File: config.mk
export PLATFORM = sky130hd
export DESIGN_NAME = sm3_hash_engine_core_flat
export DESIGN_NICKNAME = d
export VERILOG_FILES = /design/src/hw/rtl/sm3_pkg.sv /design/src/hw/rtl/sm3_stream_if.sv /design/src/hw/rtl/sm3_hash_engine_core.sv /design/src/hw/rtl/sm3_front.sv /design/src/hw/rtl/sm3_word_fifo.sv /design/src/hw/rtl/sm3_compress.sv /design/src/flat_wrapper.sv
export SDC_FILE = /design/constraint.sdc
export NUM_CORES = 2
export LEC_CHECK = 0
export BUFFER_PORTS_ARGS = -buffer_cell sky130_fd_sc_hd__buf_2
export CAP_MARGIN = 5
export CORE_MARGIN = 4
export CORE_UTILIZATION = 40
export DETAILED_ROUTE_END_ITERATION = 6
export HOLD_SLACK_MARGIN = 0.06
export PLACE_DENSITY = 0.51
export SLEW_MARGIN = 10
export SYNTH_ARGS = -nofsm -noshare
export SYNTH_HDL_FRONTEND = slang
export SYNTH_SLANG_ARGS = --single-unit
File: constraint.sdc
create_clock -name clk -period 24.1 [get_ports clk]
set_clock_uncertainty 0.2 [all_clocks]
set_input_delay 4.82 -clock clk [delete_from_list [all_inputs] [get_ports clk]]
set_output_delay 4.82 -clock clk [all_outputs]
set_load 0.02 [all_outputs]
File: src/hw/rtl/sm3_pkg.sv
// SM3 hash engine: shared constants, types and bit functions.
// No dependencies; compiled first.
package sm3_pkg;

  localparam int QUEUE_DEPTH = 16;

  localparam logic [31:0] TJ_LOW   = 32'h79cc4519;
  localparam logic [31:0] TJ_HIGH  = 32'h7a879d8a;
  localparam logic [7:0]  PAD_BYTE = 8'h80;
  localparam logic [5:0]  LEN_START = 6'd56;
  localparam logic [5:0]  LAST_POS  = 6'd63;

  localparam logic [31:0] IV [8] = '{
    32'h7380166f, 32'h4914b2b9, 32'h172442d7, 32'hda8a0600,
    32'ha96f30bc, 32'h163138aa, 32'he38dee4d, 32'hb0fb0e4e
  };

  // One message word on its way to the compression side.
  typedef struct packed {
    logic [31:0] word;
    logic        final_word;
  } word_ent_t;

  // Queue status seen by the producer and the top level.
  typedef struct packed {
    logic full;
    logic empty;
  } q_stat_t;

  function automatic logic [31:0] rotl(input logic [31:0] x, input logic [4:0] n);
    logic [63:0] d;
    d = {x, x} << n;
    return d[63:32];
  endfunction

  function automatic logic [31:0] perm0(input logic [31:0] x);
    return x ^ rotl(x, 5'd9) ^ rotl(x, 5'd17);
  endfunction

  function automatic logic [31:0] perm1(input logic [31:0] x);
    return x ^ rotl(x, 5'd15) ^ rotl(x, 5'd23);
  endfunction

  // Round constant rotated by j mod 32.
  function automatic logic [31:0] tj_rot(input logic [5:0] j);
    return rotl((j[5:4] == 2'd0) ? TJ_LOW : TJ_HIGH, j[4:0]);
  endfunction

endpackage

File: src/hw/rtl/sm3_stream_if.sv
// SM3 hash engine: valid/ready channel interfaces for bytes in and digest out.
// No dependencies.
interface sm3_in_if;
  logic       valid;
  logic       ready;
  logic [7:0] data_byte;
  logic       byte_present;
  logic       end_of_message;
  modport source (output valid, data_byte, byte_present, end_of_message, input ready);
  modport sink   (input valid, data_byte, byte_present, end_of_message, output ready);
endinterface

interface sm3_out_if;
  logic        valid;
  logic        ready;
  logic [31:0] digest_word;
  logic [2:0]  word_index;
  logic        last_word;
  modport source (output valid, digest_word, word_index, last_word, input ready);
  modport sink   (input valid, digest_word, word_index, last_word, output ready);
endinterface

File: src/hw/rtl/sm3_hash_engine_core.sv
// SM3 hash engine top: front end, word queue, compression core.
// Bytes are taken one per cycle while the queue has room, outside padding;
// each 64-byte block costs 16 queue reads, 64 rounds and one feed-forward step.
// Closing a message adds up to 72 padding bytes, then 8 digest items.
// Reset (synchronous, rst_n low) reloads the initial value and empties the queue.
module sm3_hash_engine_core #(
  parameter int FIFO_DEPTH = sm3_pkg::QUEUE_DEPTH
) (
  input  logic       clk,
  input  logic       rst_n,
  sm3_in_if.sink     in_chan,
  sm3_out_if.source  out_chan
);
  import sm3_pkg::*;

  word_ent_t push_ent, pop_ent;
  q_stat_t   q_stat;
  logic      push, pop;

  // Front end: byte intake, length count, padding, word packing.
  sm3_front u_front (
    .clk      (clk),
    .rst_n    (rst_n),
    .in_chan  (in_chan),
    .q_stat   (q_stat),
    .push     (push),
    .push_ent (push_ent)
  );

  // Queue decouples intake from compression.
  sm3_word_fifo #(.DEPTH(FIFO_DEPTH)) u_fifo (
    .clk      (clk),
    .rst_n    (rst_n),
    .push     (push),
    .push_ent (push_ent),
    .pop      (pop),
    .pop_ent  (pop_ent),
    .q_stat   (q_stat)
  );

  // Back end: expansion, rounds, feed-forward, digest output.
  sm3_compress u_compress (
    .clk      (clk),
    .rst_n    (rst_n),
    .q_stat   (q_stat),
    .pop_ent  (pop_ent),
    .pop      (pop),
    .out_chan (out_chan)
  );

  // The front never takes an item when the queue cannot hold a word.
  assert property (@(posedge clk) disable iff (!rst_n)
    in_chan.ready |-> !q_stat.full)
    else $error("input ready with full queue");

  // Last digest word always carries index 7.
  assert property (@(posedge clk) disable iff (!rst_n)
    out_chan.valid && out_chan.last_word |-> out_chan.word_index == 3'd7)
    else $error("last word flag on wrong index");

  // After the final digest word leaves, output goes quiet.
  assert property (@(posedge clk) disable iff (!rst_n)
    out_chan.valid && out_chan.ready && out_chan.last_word |=> !out_chan.valid)
    else $error("digest output continued past last word");

endmodule

File: src/hw/rtl/sm3_front.sv
// SM3 front end: accepts bytes, counts length, inserts padding, packs words.
// Depends on sm3_pkg and sm3_stream_if.
module sm3_front (
  input  logic               clk,
  input  logic               rst_n,
  sm3_in_if.sink             in_chan,
  input  sm3_pkg::q_stat_t   q_stat,
  output logic               push,
  output sm3_pkg::word_ent_t push_ent
);
  import sm3_pkg::*;

  typedef enum logic [1:0] {
    F_IDLE = 2'b01,
    F_PAD  = 2'b10
  } front_state_t;

  front_state_t state_r, state_nxt;
  logic [5:0]   fill_r;
  logic [63:0]  msg_bytes_r;
  logic [63:0]  len_sh_r;
  logic [23:0]  word_r;
  logic         first_r, len_ph_r;

  logic       acc, emit_v, emit_last, len_byte;
  logic [7:0] emit_b;

  assign in_chan.ready = (state_r == F_IDLE) && !q_stat.full;
  assign acc = in_chan.valid && in_chan.ready;
  assign len_byte = !first_r && (len_ph_r || fill_r == LEN_START);

  always_comb begin
    emit_v    = 1'b0;
    emit_b    = in_chan.data_byte;
    emit_last = 1'b0;
    state_nxt = state_r;
    case (state_r)
      F_IDLE: begin
        emit_v = acc && in_chan.byte_present;
        if (acc && in_chan.end_of_message) state_nxt = F_PAD;
      end
      F_PAD: begin
        emit_v = !q_stat.full;
        if (first_r) emit_b = PAD_BYTE;
        else if (len_byte) emit_b = len_sh_r[63:56];
        else emit_b = 8'h00;
        emit_last = len_byte && fill_r == LAST_POS;
        if (emit_v && emit_last) state_nxt = F_IDLE;
      end
      default: state_nxt = F_IDLE;
    endcase
  end

  assign push = emit_v && (fill_r[1:0] == 2'd3);
  assign push_ent = '{word: {word_r, emit_b}, final_word: emit_last};

  always_ff @(posedge clk) begin
    if (!rst_n) begin
      state_r     <= F_IDLE;
      fill_r      <= '0;
      msg_bytes_r <= '0;
      first_r     <= 1'b0;
      len_ph_r    <= 1'b0;
    end else begin
      state_r <= state_nxt;
      if (emit_v) begin
        fill_r <= fill_r + 6'd1;
        word_r <= {word_r[15:0], emit_b};
      end
      if (state_r == F_IDLE && acc) begin
        if (in_chan.end_of_message) begin
          // capture bit length including this item's byte, then restart count
          len_sh_r    <= (msg_bytes_r + {63'd0, in_chan.byte_present}) << 3;
          msg_bytes_r <= '0;
          first_r     <= 1'b1;
          len_ph_r    <= 1'b0;
        end else if (in_chan.byte_present) begin
          msg_bytes_r <= msg_bytes_r + 64'd1;
        end
      end
      if (state_r == F_PAD && emit_v) begin
        first_r <= 1'b0;
        if (len_byte) begin
          len_ph_r <= !emit_last;
          len_sh_r <= len_sh_r << 8;
        end
      end
    end
  end
endmodule

File: src/hw/rtl/sm3_word_fifo.sv
// SM3 word queue between the front end and the compression core.
// Depends on sm3_pkg.
module sm3_word_fifo #(
  parameter int DEPTH = sm3_pkg::QUEUE_DEPTH
) (
  input  logic               clk,
  input  logic               rst_n,
  input  logic               push,
  input  sm3_pkg::word_ent_t push_ent,
  input  logic               pop,
  output sm3_pkg::word_ent_t pop_ent,
  output sm3_pkg::q_stat_t   q_stat
);
  import sm3_pkg::*;

  localparam int PW = (DEPTH > 1) ? $clog2(DEPTH) : 1;
  localparam int CW = $clog2(DEPTH + 1);

  word_ent_t       mem_r [DEPTH];
  logic [PW-1:0]   wp_r, rp_r;
  logic [CW-1:0]   cnt_r;
  logic            do_push, do_pop;

  assign q_stat.full  = (cnt_r == CW'(DEPTH));
  assign q_stat.empty = (cnt_r == '0);
  assign do_push = push && !q_stat.full;
  assign do_pop  = pop && !q_stat.empty;
  assign pop_ent = mem_r[rp_r];

  always_ff @(posedge clk) begin
    if (do_push) mem_r[wp_r] <= push_ent;
  end

  always_ff @(posedge clk) begin
    if (!rst_n) begin
      wp_r  <= '0;
      rp_r  <= '0;
      cnt_r <= '0;
    end else begin
      if (do_push) wp_r <= (wp_r == PW'(DEPTH - 1)) ? '0 : wp_r + PW'(1);
      if (do_pop)  rp_r <= (rp_r == PW'(DEPTH - 1)) ? '0 : rp_r + PW'(1);
      cnt_r <= cnt_r + CW'(do_push) - CW'(do_pop);
    end
  end
endmodule

File: src/hw/rtl/sm3_compress.sv
// SM3 compression core: loads 16 words, expands on the fly, one round per cycle.
// Depends on sm3_pkg and sm3_stream_if.
module sm3_compress (
  input  logic               clk,
  input  logic               rst_n,
  input  sm3_pkg::q_stat_t   q_stat,
  input  sm3_pkg::word_ent_t pop_ent,
  output logic               pop,
  sm3_out_if.source          out_chan
);
  import sm3_pkg::*;

  typedef enum logic [3:0] {
    B_LOAD  = 4'b0001,
    B_ROUND = 4'b0010,
    B_XOR   = 4'b0100,
    B_EMIT  = 4'b1000
  } back_state_t;

  back_state_t  state_r;
  logic [31:0]  w_r  [16];
  logic [31:0]  r_r  [8];
  logic [31:0]  cv_r [8];
  logic [5:0]   rnd_r;
  logic [2:0]   oidx_r;
  logic         final_r;

  logic [31:0] a12, ss1, ss2, ff, gg, tt1, tt2, w_new;

  assign pop = (state_r == B_LOAD) && !q_stat.empty;

  always_comb begin
    a12 = rotl(r_r[0], 5'd12);
    ss1 = rotl(a12 + r_r[4] + tj_rot(rnd_r), 5'd7);
    ss2 = ss1 ^ a12;
    if (rnd_r[5:4] == 2'd0) begin
      ff = r_r[0] ^ r_r[1] ^ r_r[2];
      gg = r_r[4] ^ r_r[5] ^ r_r[6];
    end else begin
      ff = (r_r[0] & r_r[1]) | (r_r[0] & r_r[2]) | (r_r[1] & r_r[2]);
      gg = (r_r[4] & r_r[5]) | (~r_r[4] & r_r[6]);
    end
    tt1   = ff + r_r[3] + ss2 + (w_r[0] ^ w_r[4]);
    tt2   = gg + r_r[7] + ss1 + w_r[0];
    w_new = perm1(w_r[0] ^ w_r[7] ^ rotl(w_r[13], 5'd15)) ^ rotl(w_r[3], 5'd7) ^ w_r[10];
  end

  assign out_chan.valid       = (state_r == B_EMIT);
  assign out_chan.digest_word = cv_r[oidx_r];
  assign out_chan.word_index  = oidx_r;
  assign out_chan.last_word   = (oidx_r == 3'd7);

  always_ff @(posedge clk) begin
    if (!rst_n) begin
      state_r <= B_LOAD;
      rnd_r   <= '0;
      oidx_r  <= '0;
      final_r <= 1'b0;
      for (int i = 0; i < 8; i++) cv_r[i] <= IV[i];
    end else begin
      case (state_r)
        B_LOAD: begin
          if (pop) begin
            for (int i = 0; i < 15; i++) w_r[i] <= w_r[i + 1];
            w_r[15] <= pop_ent.word;
            rnd_r   <= rnd_r + 6'd1;
            if (rnd_r[3:0] == 4'd15) begin
              final_r <= pop_ent.final_word;
              for (int i = 0; i < 8; i++) r_r[i] <= cv_r[i];
              rnd_r   <= '0;
              state_r <= B_ROUND;
            end
          end
        end
        B_ROUND: begin
          for (int i = 0; i < 15; i++) w_r[i] <= w_r[i + 1];
          w_r[15] <= w_new;
          r_r[0] <= tt1;
          r_r[1] <= r_r[0];
          r_r[2] <= rotl(r_r[1], 5'd9);
          r_r[3] <= r_r[2];
          r_r[4] <= perm0(tt2);
          r_r[5] <= r_r[4];
          r_r[6] <= rotl(r_r[5], 5'd19);
          r_r[7] <= r_r[6];
          rnd_r  <= rnd_r + 6'd1;
          if (rnd_r == 6'd63) state_r <= B_XOR;
        end
        B_XOR: begin
          for (int i = 0; i < 8; i++) cv_r[i] <= cv_r[i] ^ r_r[i];
          oidx_r  <= '0;
          state_r <= final_r ? B_EMIT : B_LOAD;
        end
        B_EMIT: begin
          if (out_chan.ready) begin
            oidx_r <= oidx_r + 3'd1;
            if (oidx_r == 3'd7) begin
              // reload initial value for the next message
              for (int i = 0; i < 8; i++) cv_r[i] <= IV[i];
              state_r <= B_LOAD;
            end
          end
        end
        default: state_r <= B_LOAD;
      endcase
    end
  end
endmodule

File: src/flat_wrapper.sv
// flat-port wrapper written by rule: the top's interface ports become plain ports
module sm3_hash_engine_core_flat import sm3_pkg::*;
#(
  parameter int FIFO_DEPTH = sm3_pkg::QUEUE_DEPTH
)
  (clk, rst_n, in_chan_valid, in_chan_data_byte, in_chan_byte_present, in_chan_end_of_message, in_chan_ready, out_chan_valid, out_chan_digest_word, out_chan_word_index, out_chan_last_word, out_chan_ready);
  sm3_in_if in_chan_i ();
  sm3_out_if out_chan_i ();
  input  logic clk;
  input  logic rst_n;
  input wire logic [$bits(in_chan_i.valid)-1:0] in_chan_valid;
  input wire logic [$bits(in_chan_i.data_byte)-1:0] in_chan_data_byte;
  input wire logic [$bits(in_chan_i.byte_present)-1:0] in_chan_byte_present;
  input wire logic [$bits(in_chan_i.end_of_message)-1:0] in_chan_end_of_message;
  output wire logic [$bits(in_chan_i.ready)-1:0] in_chan_ready;
  output wire logic [$bits(out_chan_i.valid)-1:0] out_chan_valid;
  output wire logic [$bits(out_chan_i.digest_word)-1:0] out_chan_digest_word;
  output wire logic [$bits(out_chan_i.word_index)-1:0] out_chan_word_index;
  output wire logic [$bits(out_chan_i.last_word)-1:0] out_chan_last_word;
  input wire logic [$bits(out_chan_i.ready)-1:0] out_chan_ready;
  assign in_chan_i.valid = in_chan_valid;
  assign in_chan_i.data_byte = in_chan_data_byte;
  assign in_chan_i.byte_present = in_chan_byte_present;
  assign in_chan_i.end_of_message = in_chan_end_of_message;
  assign in_chan_ready = in_chan_i.ready;
  assign out_chan_valid = out_chan_i.valid;
  assign out_chan_digest_word = out_chan_i.digest_word;
  assign out_chan_word_index = out_chan_i.word_index;
  assign out_chan_last_word = out_chan_i.last_word;
  assign out_chan_i.ready = out_chan_ready;
  sm3_hash_engine_core #(.FIFO_DEPTH(FIFO_DEPTH)) u_core (.clk(clk), .rst_n(rst_n), .in_chan(in_chan_i), .out_chan(out_chan_i));
endmodule
## Word-level counts from Yosys, hierarchy flattened

Memory sizes are Yosys's and may differ from the RTL's. A register that Yosys moved wholly into a read port is not among the register bits.
Index checks and enable logic that the tools add are counted.

| word-level totals | value |
|---|---|
| input bits | 14 |
| bits in writable memories | 1552 |
| memories | 4 |
| register bits | 189 |

Memory list:

| memory | depth | bits a word | read ports | clocked after memory_dff | wr ports | RTL line | source |
|---|---|---|---|---|---|---|---|
| u_core.u_fifo.mem_r | 16 | 33 | 1 | 1 | 1 | sm3_word_fifo.sv:19 | `word_ent_t mem_r [DEPTH];` |
| u_core.u_compress.w_r | 16 | 32 | 16 | 0 | 16 | sm3_compress.sv:21 | `logic [31:0] w_r [16];` |
| u_core.u_compress.cv_r | 8 | 32 | 9 | 1 | 8 | sm3_compress.sv:23 | `logic [31:0] cv_r [8];` |
| u_core.u_compress.r_r | 8 | 32 | 8 | 0 | 8 | sm3_compress.sv:22 | `logic [31:0] r_r [8];` |

| operators by class | value |
|---|---|
| reduce and logical (&&, ||, !) cells | 32 |
| $add $sub $neg | 17 |
| multiplexer cells | 102 |
| shifts and indexed selects | 1 |
| equal/unequal tests | 22 |
| bitwise gates (word level) | 72 |

Operators with widths:

| operator | count |
|---|---|
| $mux W32 | 42 |
| $xor A32 B32 Y32 | 22 |
| $mux W64 | 6 |
| $add A32 B32 Y32 | 8 |
| $and A32 B32 Y32 | 5 |
| $or A32 B32 Y32 | 3 |
| $add A64 B1 Y64 const B | 1 |
| $shl A63 B5 Y64 | 1 |
| $add A61 B1 Y61 | 1 |
| $mux W4 | 10 |
| $or A1 B1 Y1 | 40 |
| $not A32 Y32 | 1 |
| $mux W1 | 28 |
| $mux W26 | 1 |
| $mux W8 | 3 |
| $eq A6 B6 Y1 const B | 3 |
| $eq A4 B4 Y1 const B | 4 |
| $pmux W4 S4 | 1 |
| $logic_and A1 B1 Y1 | 13 |
| $add A6 B1 Y6 const B | 2 |
| $mux W6 | 2 |
| $pmux W6 S2 | 1 |
| $reduce_and A2 Y1 | 6 |
| $ne A2 B1 Y1 const B | 5 |
| other kinds (26) | 37 |

## Depth between registers and ports, before layout

An unclocked memory read counts as a cell.

| depth | value |
|---|---|
| depth after elaboration | 11 |
| mapped depth | 41 |
| gate-level depth less buffers | 37 |

## Hierarchy

From an unflattened synthesis, not the netlist that was laid out.

| unflattened totals | value |
|---|---|
| cells, all modules | 6305 |
| area total of the unflattened synthesis | 83485.1 sq um |

By module, submodules not included:

| module | cells each | area each (sq um) | sequential area each (sq um) | times used |
|---|---|---|---|---|
| sm3_compress | 4479 | 54287.1 | 29808.6 | 1 |
| sm3_word_fifo | 915 | 20816.2 | 16195.5 | 1 |
| sm3_front | 911 | 8381.8 | 4063.9 | 1 |

## Worst setup path before layout

Ideal clock, no wire load.

| timing | value |
|---|---|
| kind | in2reg |
| start point | in rst_n |
| end point | mem u_core.u_compress.w_r[0][0] (enable) |
| stages on the path | 2 |
| buffers on the path | 1 |
| data required time | 22959 ps |
| setup slack | 6386 ps |
| arrival time | 16573 ps |
| cell sequence | clkbuf_1 > and2_1 |

RTL lines:

| item | RTL line | source |
|---|---|---|
| start: declaration | flat_wrapper.sv:10 | `input logic rst_n;` |
| end: declaration | sm3_compress.sv:21 |  |

==> reports/metrics.cfg <==
[global_route]
grt_first_pass_wirelength_um=357000
top_usage_layer=met2
use_met3_pct=2.84
grt_util_all_layers_pct=22.8
grt.met2_usage_pct=35.5
grt_max_degree=167
overflow=0
grt_pass1_vias=48692
grtUsageMet1_pct=33.6
antenna_found_initial=13

[detailed_routing]
num_vias=49918
drt_iter0_drc=5004
first_pass_iters=6
drc=0
final_antenna_net_count=0
routed_wl_um=249000
vias_per_cell=5.38
avgRoutedWirePerCell_um=26.9

[timing]
max_clock_freq_mhz=92.5
layout_worst_path_cycle_share_pct=44.9
rsz0062_at_grt=no
maxSlewHeadroom_pct=21.8
hold_viol=0
setup_slack_ps=13290
fin_setup_tns_ps=0
fin_crit_ps=10810
final_max_slew_viol_count=0
tightest_slew_ps=1170
setup_viol=0

[yosys]
synth_cell_type_count=92
yosys_warnings=0
synth_nets=6607
netlist_area_mm2=0.0833
synth_edf_count=1512
async_flop_share_pct=0
synth_flop_cell=edfxtp_1
ys_ff_latch=1745
seq_area_frac_synth_pct=60.1
syn_inst=6285
syn-mean-instance-area_um2=13.3

[clock_tree]
max-clock-path-buffers=3
htree_levels=4
cts_tree=built
cts_resized=0
cts_root_buf=clkbuf_16
clk_latency_ps=850
cts-buffers-inserted=188
numClockSinks=1745
hold_buffers=0
clk_pin_slew_ps=60
cts_setup_buffers=0

[floorplanning]
initial_utilization_pct=40.2
die_height_um=464
pin_count=52
dieArea_mm2=0.216
fp.dieW_um=464
row_count=167
core-area_mm2=0.207

[critical_path]
crit_slowest_cell=o211ai_1
reg2reg_depth=35
crit_required_ps=24440
r2r_end=u_core.u_compress.r_r[1][8]$_DFFE_PP_
path_max_fanout=91
slowest_delay_ps=560
crit_path_start_kind=flip-flop
reg2reg_from=u_core.u_compress.rnd_r[5]$_SDFFE_PN0P_
reg2reg_slack_ps=13290
critPathCaptureType=flip-flop
path_class=reg -> reg
cp.arrival_ps=11150

[placement]
dp_hpwl_um=174000
pre_cts_ws_ps=13290
portBuffers=51
gp_congestion=0.924

[cells_and_area]
final_cell_mix=edfxtp_1 (1512), nand2_1 (815), xnor2_1 (535)
area.growth.synth_to_final_pct=11.7
regArea_mm2=0.0501
finalNetCount=6648
final_core_util_pct=45.0
mostFrequentLayoutCell=edfxtp_1
drive_gt1_share_pct=12.6
multi_input_area_mm2=0.0312
nFillCells=18662

[hold_path]
hold_class=reg -> reg
holdPathStages=0
hp-start=u_core.u_compress.w_r[0][52]$_DFFE_PP_
worstHoldEndpoint=u_core.u_compress.w_r[0][20]$_DFFE_PP_

[job]
maxCapViolations=0

[outcome]
status=complete, no violations

## cells in the mapped netlist, types with 35 or more instances
cell	instances	area share (%)
mux2_2	122	1.6
inv_1	317	1.4
nor3_1	58	0.35
nand3_1	65	0.39
a21oi_1	227	1.4
o21ai_0	357	2.1
nand2b_1	35	0.26
mux4_2	229	6.2
dfxtp_1	233	5.6
buf_1	44	0.20
nor2_1	434	2.0
mux2i_1	51	0.61
xor2_1	218	2.3
edfxtp_1	1512	54
ha_1	119	1.8
and3_1	66	0.50
xnor2_1	535	5.6
clkbuf_1	223	1.0
a21o_1	43	0.39
fa_1	189	4.5
nand4_1	35	0.26
nand2_1	824	3.7
## stage by stage
stage,cell area (um^2),hold WS [ps],instances
2_1_floorplan,83300,200,6285
6_report,93100,208,9275
3_3_place_gp,86900,200,8924
5_1_grt,93100,212,9274
3_5_place_dp,86900,205,8924
4_1_cts,93100,203,9273
## logic make-up after synthesis
group,share of synthesized area (%)
muxes,8.47
AOI/OAI and AO/OA,5.72
buffers and inverters,2.69
adders and majority gates,6.34
DFF,60.1
and+or+nand+nor,8.46
xor gates and xnor gates,8.23
## worst max path at each step
stage,startpoint,to,slack [ps],depth (start not counted)
CTS,u_core.u_compress.rnd_r[5]$_SDFFE_PN0P_,u_core.u_compress.r_r[1][8]$_DFFE_PP_,13250,35
global placement,u_core.u_compress.rnd_r[5]$_SDFFE_PN0P_,u_core.u_compress.r_r[1][8]$_DFFE_PP_,13380,35
detailed placement,u_core.u_compress.rnd_r[5]$_SDFFE_PN0P_,u_core.u_compress.r_r[1][8]$_DFFE_PP_,13290,35
floorplan,rst_n,u_core.u_compress.w_r[0][0]$_DFFE_PP_,6390,2
finish,u_core.u_compress.rnd_r[5]$_SDFFE_PN0P_,u_core.u_compress.r_r[1][8]$_DFFE_PP_,13290,35
global route,u_core.u_compress.rnd_r[5]$_SDFFE_PN0P_,u_core.u_compress.r_r[1][8]$_DFFE_PP_,12740,35
## final cells by class
| type | instances | share of cell area [%] |
|---|---|---|
| Sequential cell | 1745 | 53.8 |
| Multi-Input combinational cell | 3945 | 33.6 |
| Clock buffer | 255 | 5.53 |
| Tap cell | 2788 | 3.75 |
| Inverter | 319 | 1.29 |
| Clock inverter | 94 | 1.13 |
| Timing Repair Buffer | 127 | 0.930 |
| Antenna cell | 2 | 0.00538 |
## sequential cells by signal, indices dropped and copies added (netlist names), named ones only
register and cells:
u_core.u_front.fill_r 6, u_core.u_front.len_sh_r 64, u_core.u_fifo.mem_r 528, u_core.u_fifo.rp_r 4, u_core.u_compress.out_chan.word_index 3, u_core.u_compress.rnd_r 6
u_core.u_front.state_r 2, u_core.u_compress.r_r 256, u_core.u_front.msg_bytes_r 61, u_core.u_front.len_ph_r 1, u_core.u_compress.w_r 512, u_core.u_front.word_r 24
u_core.u_front.first_r 1, u_core.u_fifo.cnt_r 5, u_core.u_fifo.wp_r 4, u_core.u_compress.cv_r 256, u_core.u_compress.state_r 4, u_core.u_compress.final_r 1
## metal layers
layer  wire length [um]  share of wire (%)
met5                  0                  0
met4               7600                3.0
met3              11900                4.8
met2             114000                 46
met1             115000                 46
## critical path, delay by kind of cell (launching register included)
family	cells	cell delay (ps)
xor gates and xnor gates	2	750
AOI/OAI and AO/OA	14	3790
DFF	1	350
adders and majority gates	7	2900
muxes	1	270
buffers and inverters	5	1080
and+or+nand+nor	6	1160
Power is not shown: default switching activity piles up to over one toggle a cycle in this logic, so the estimate is an artifact.
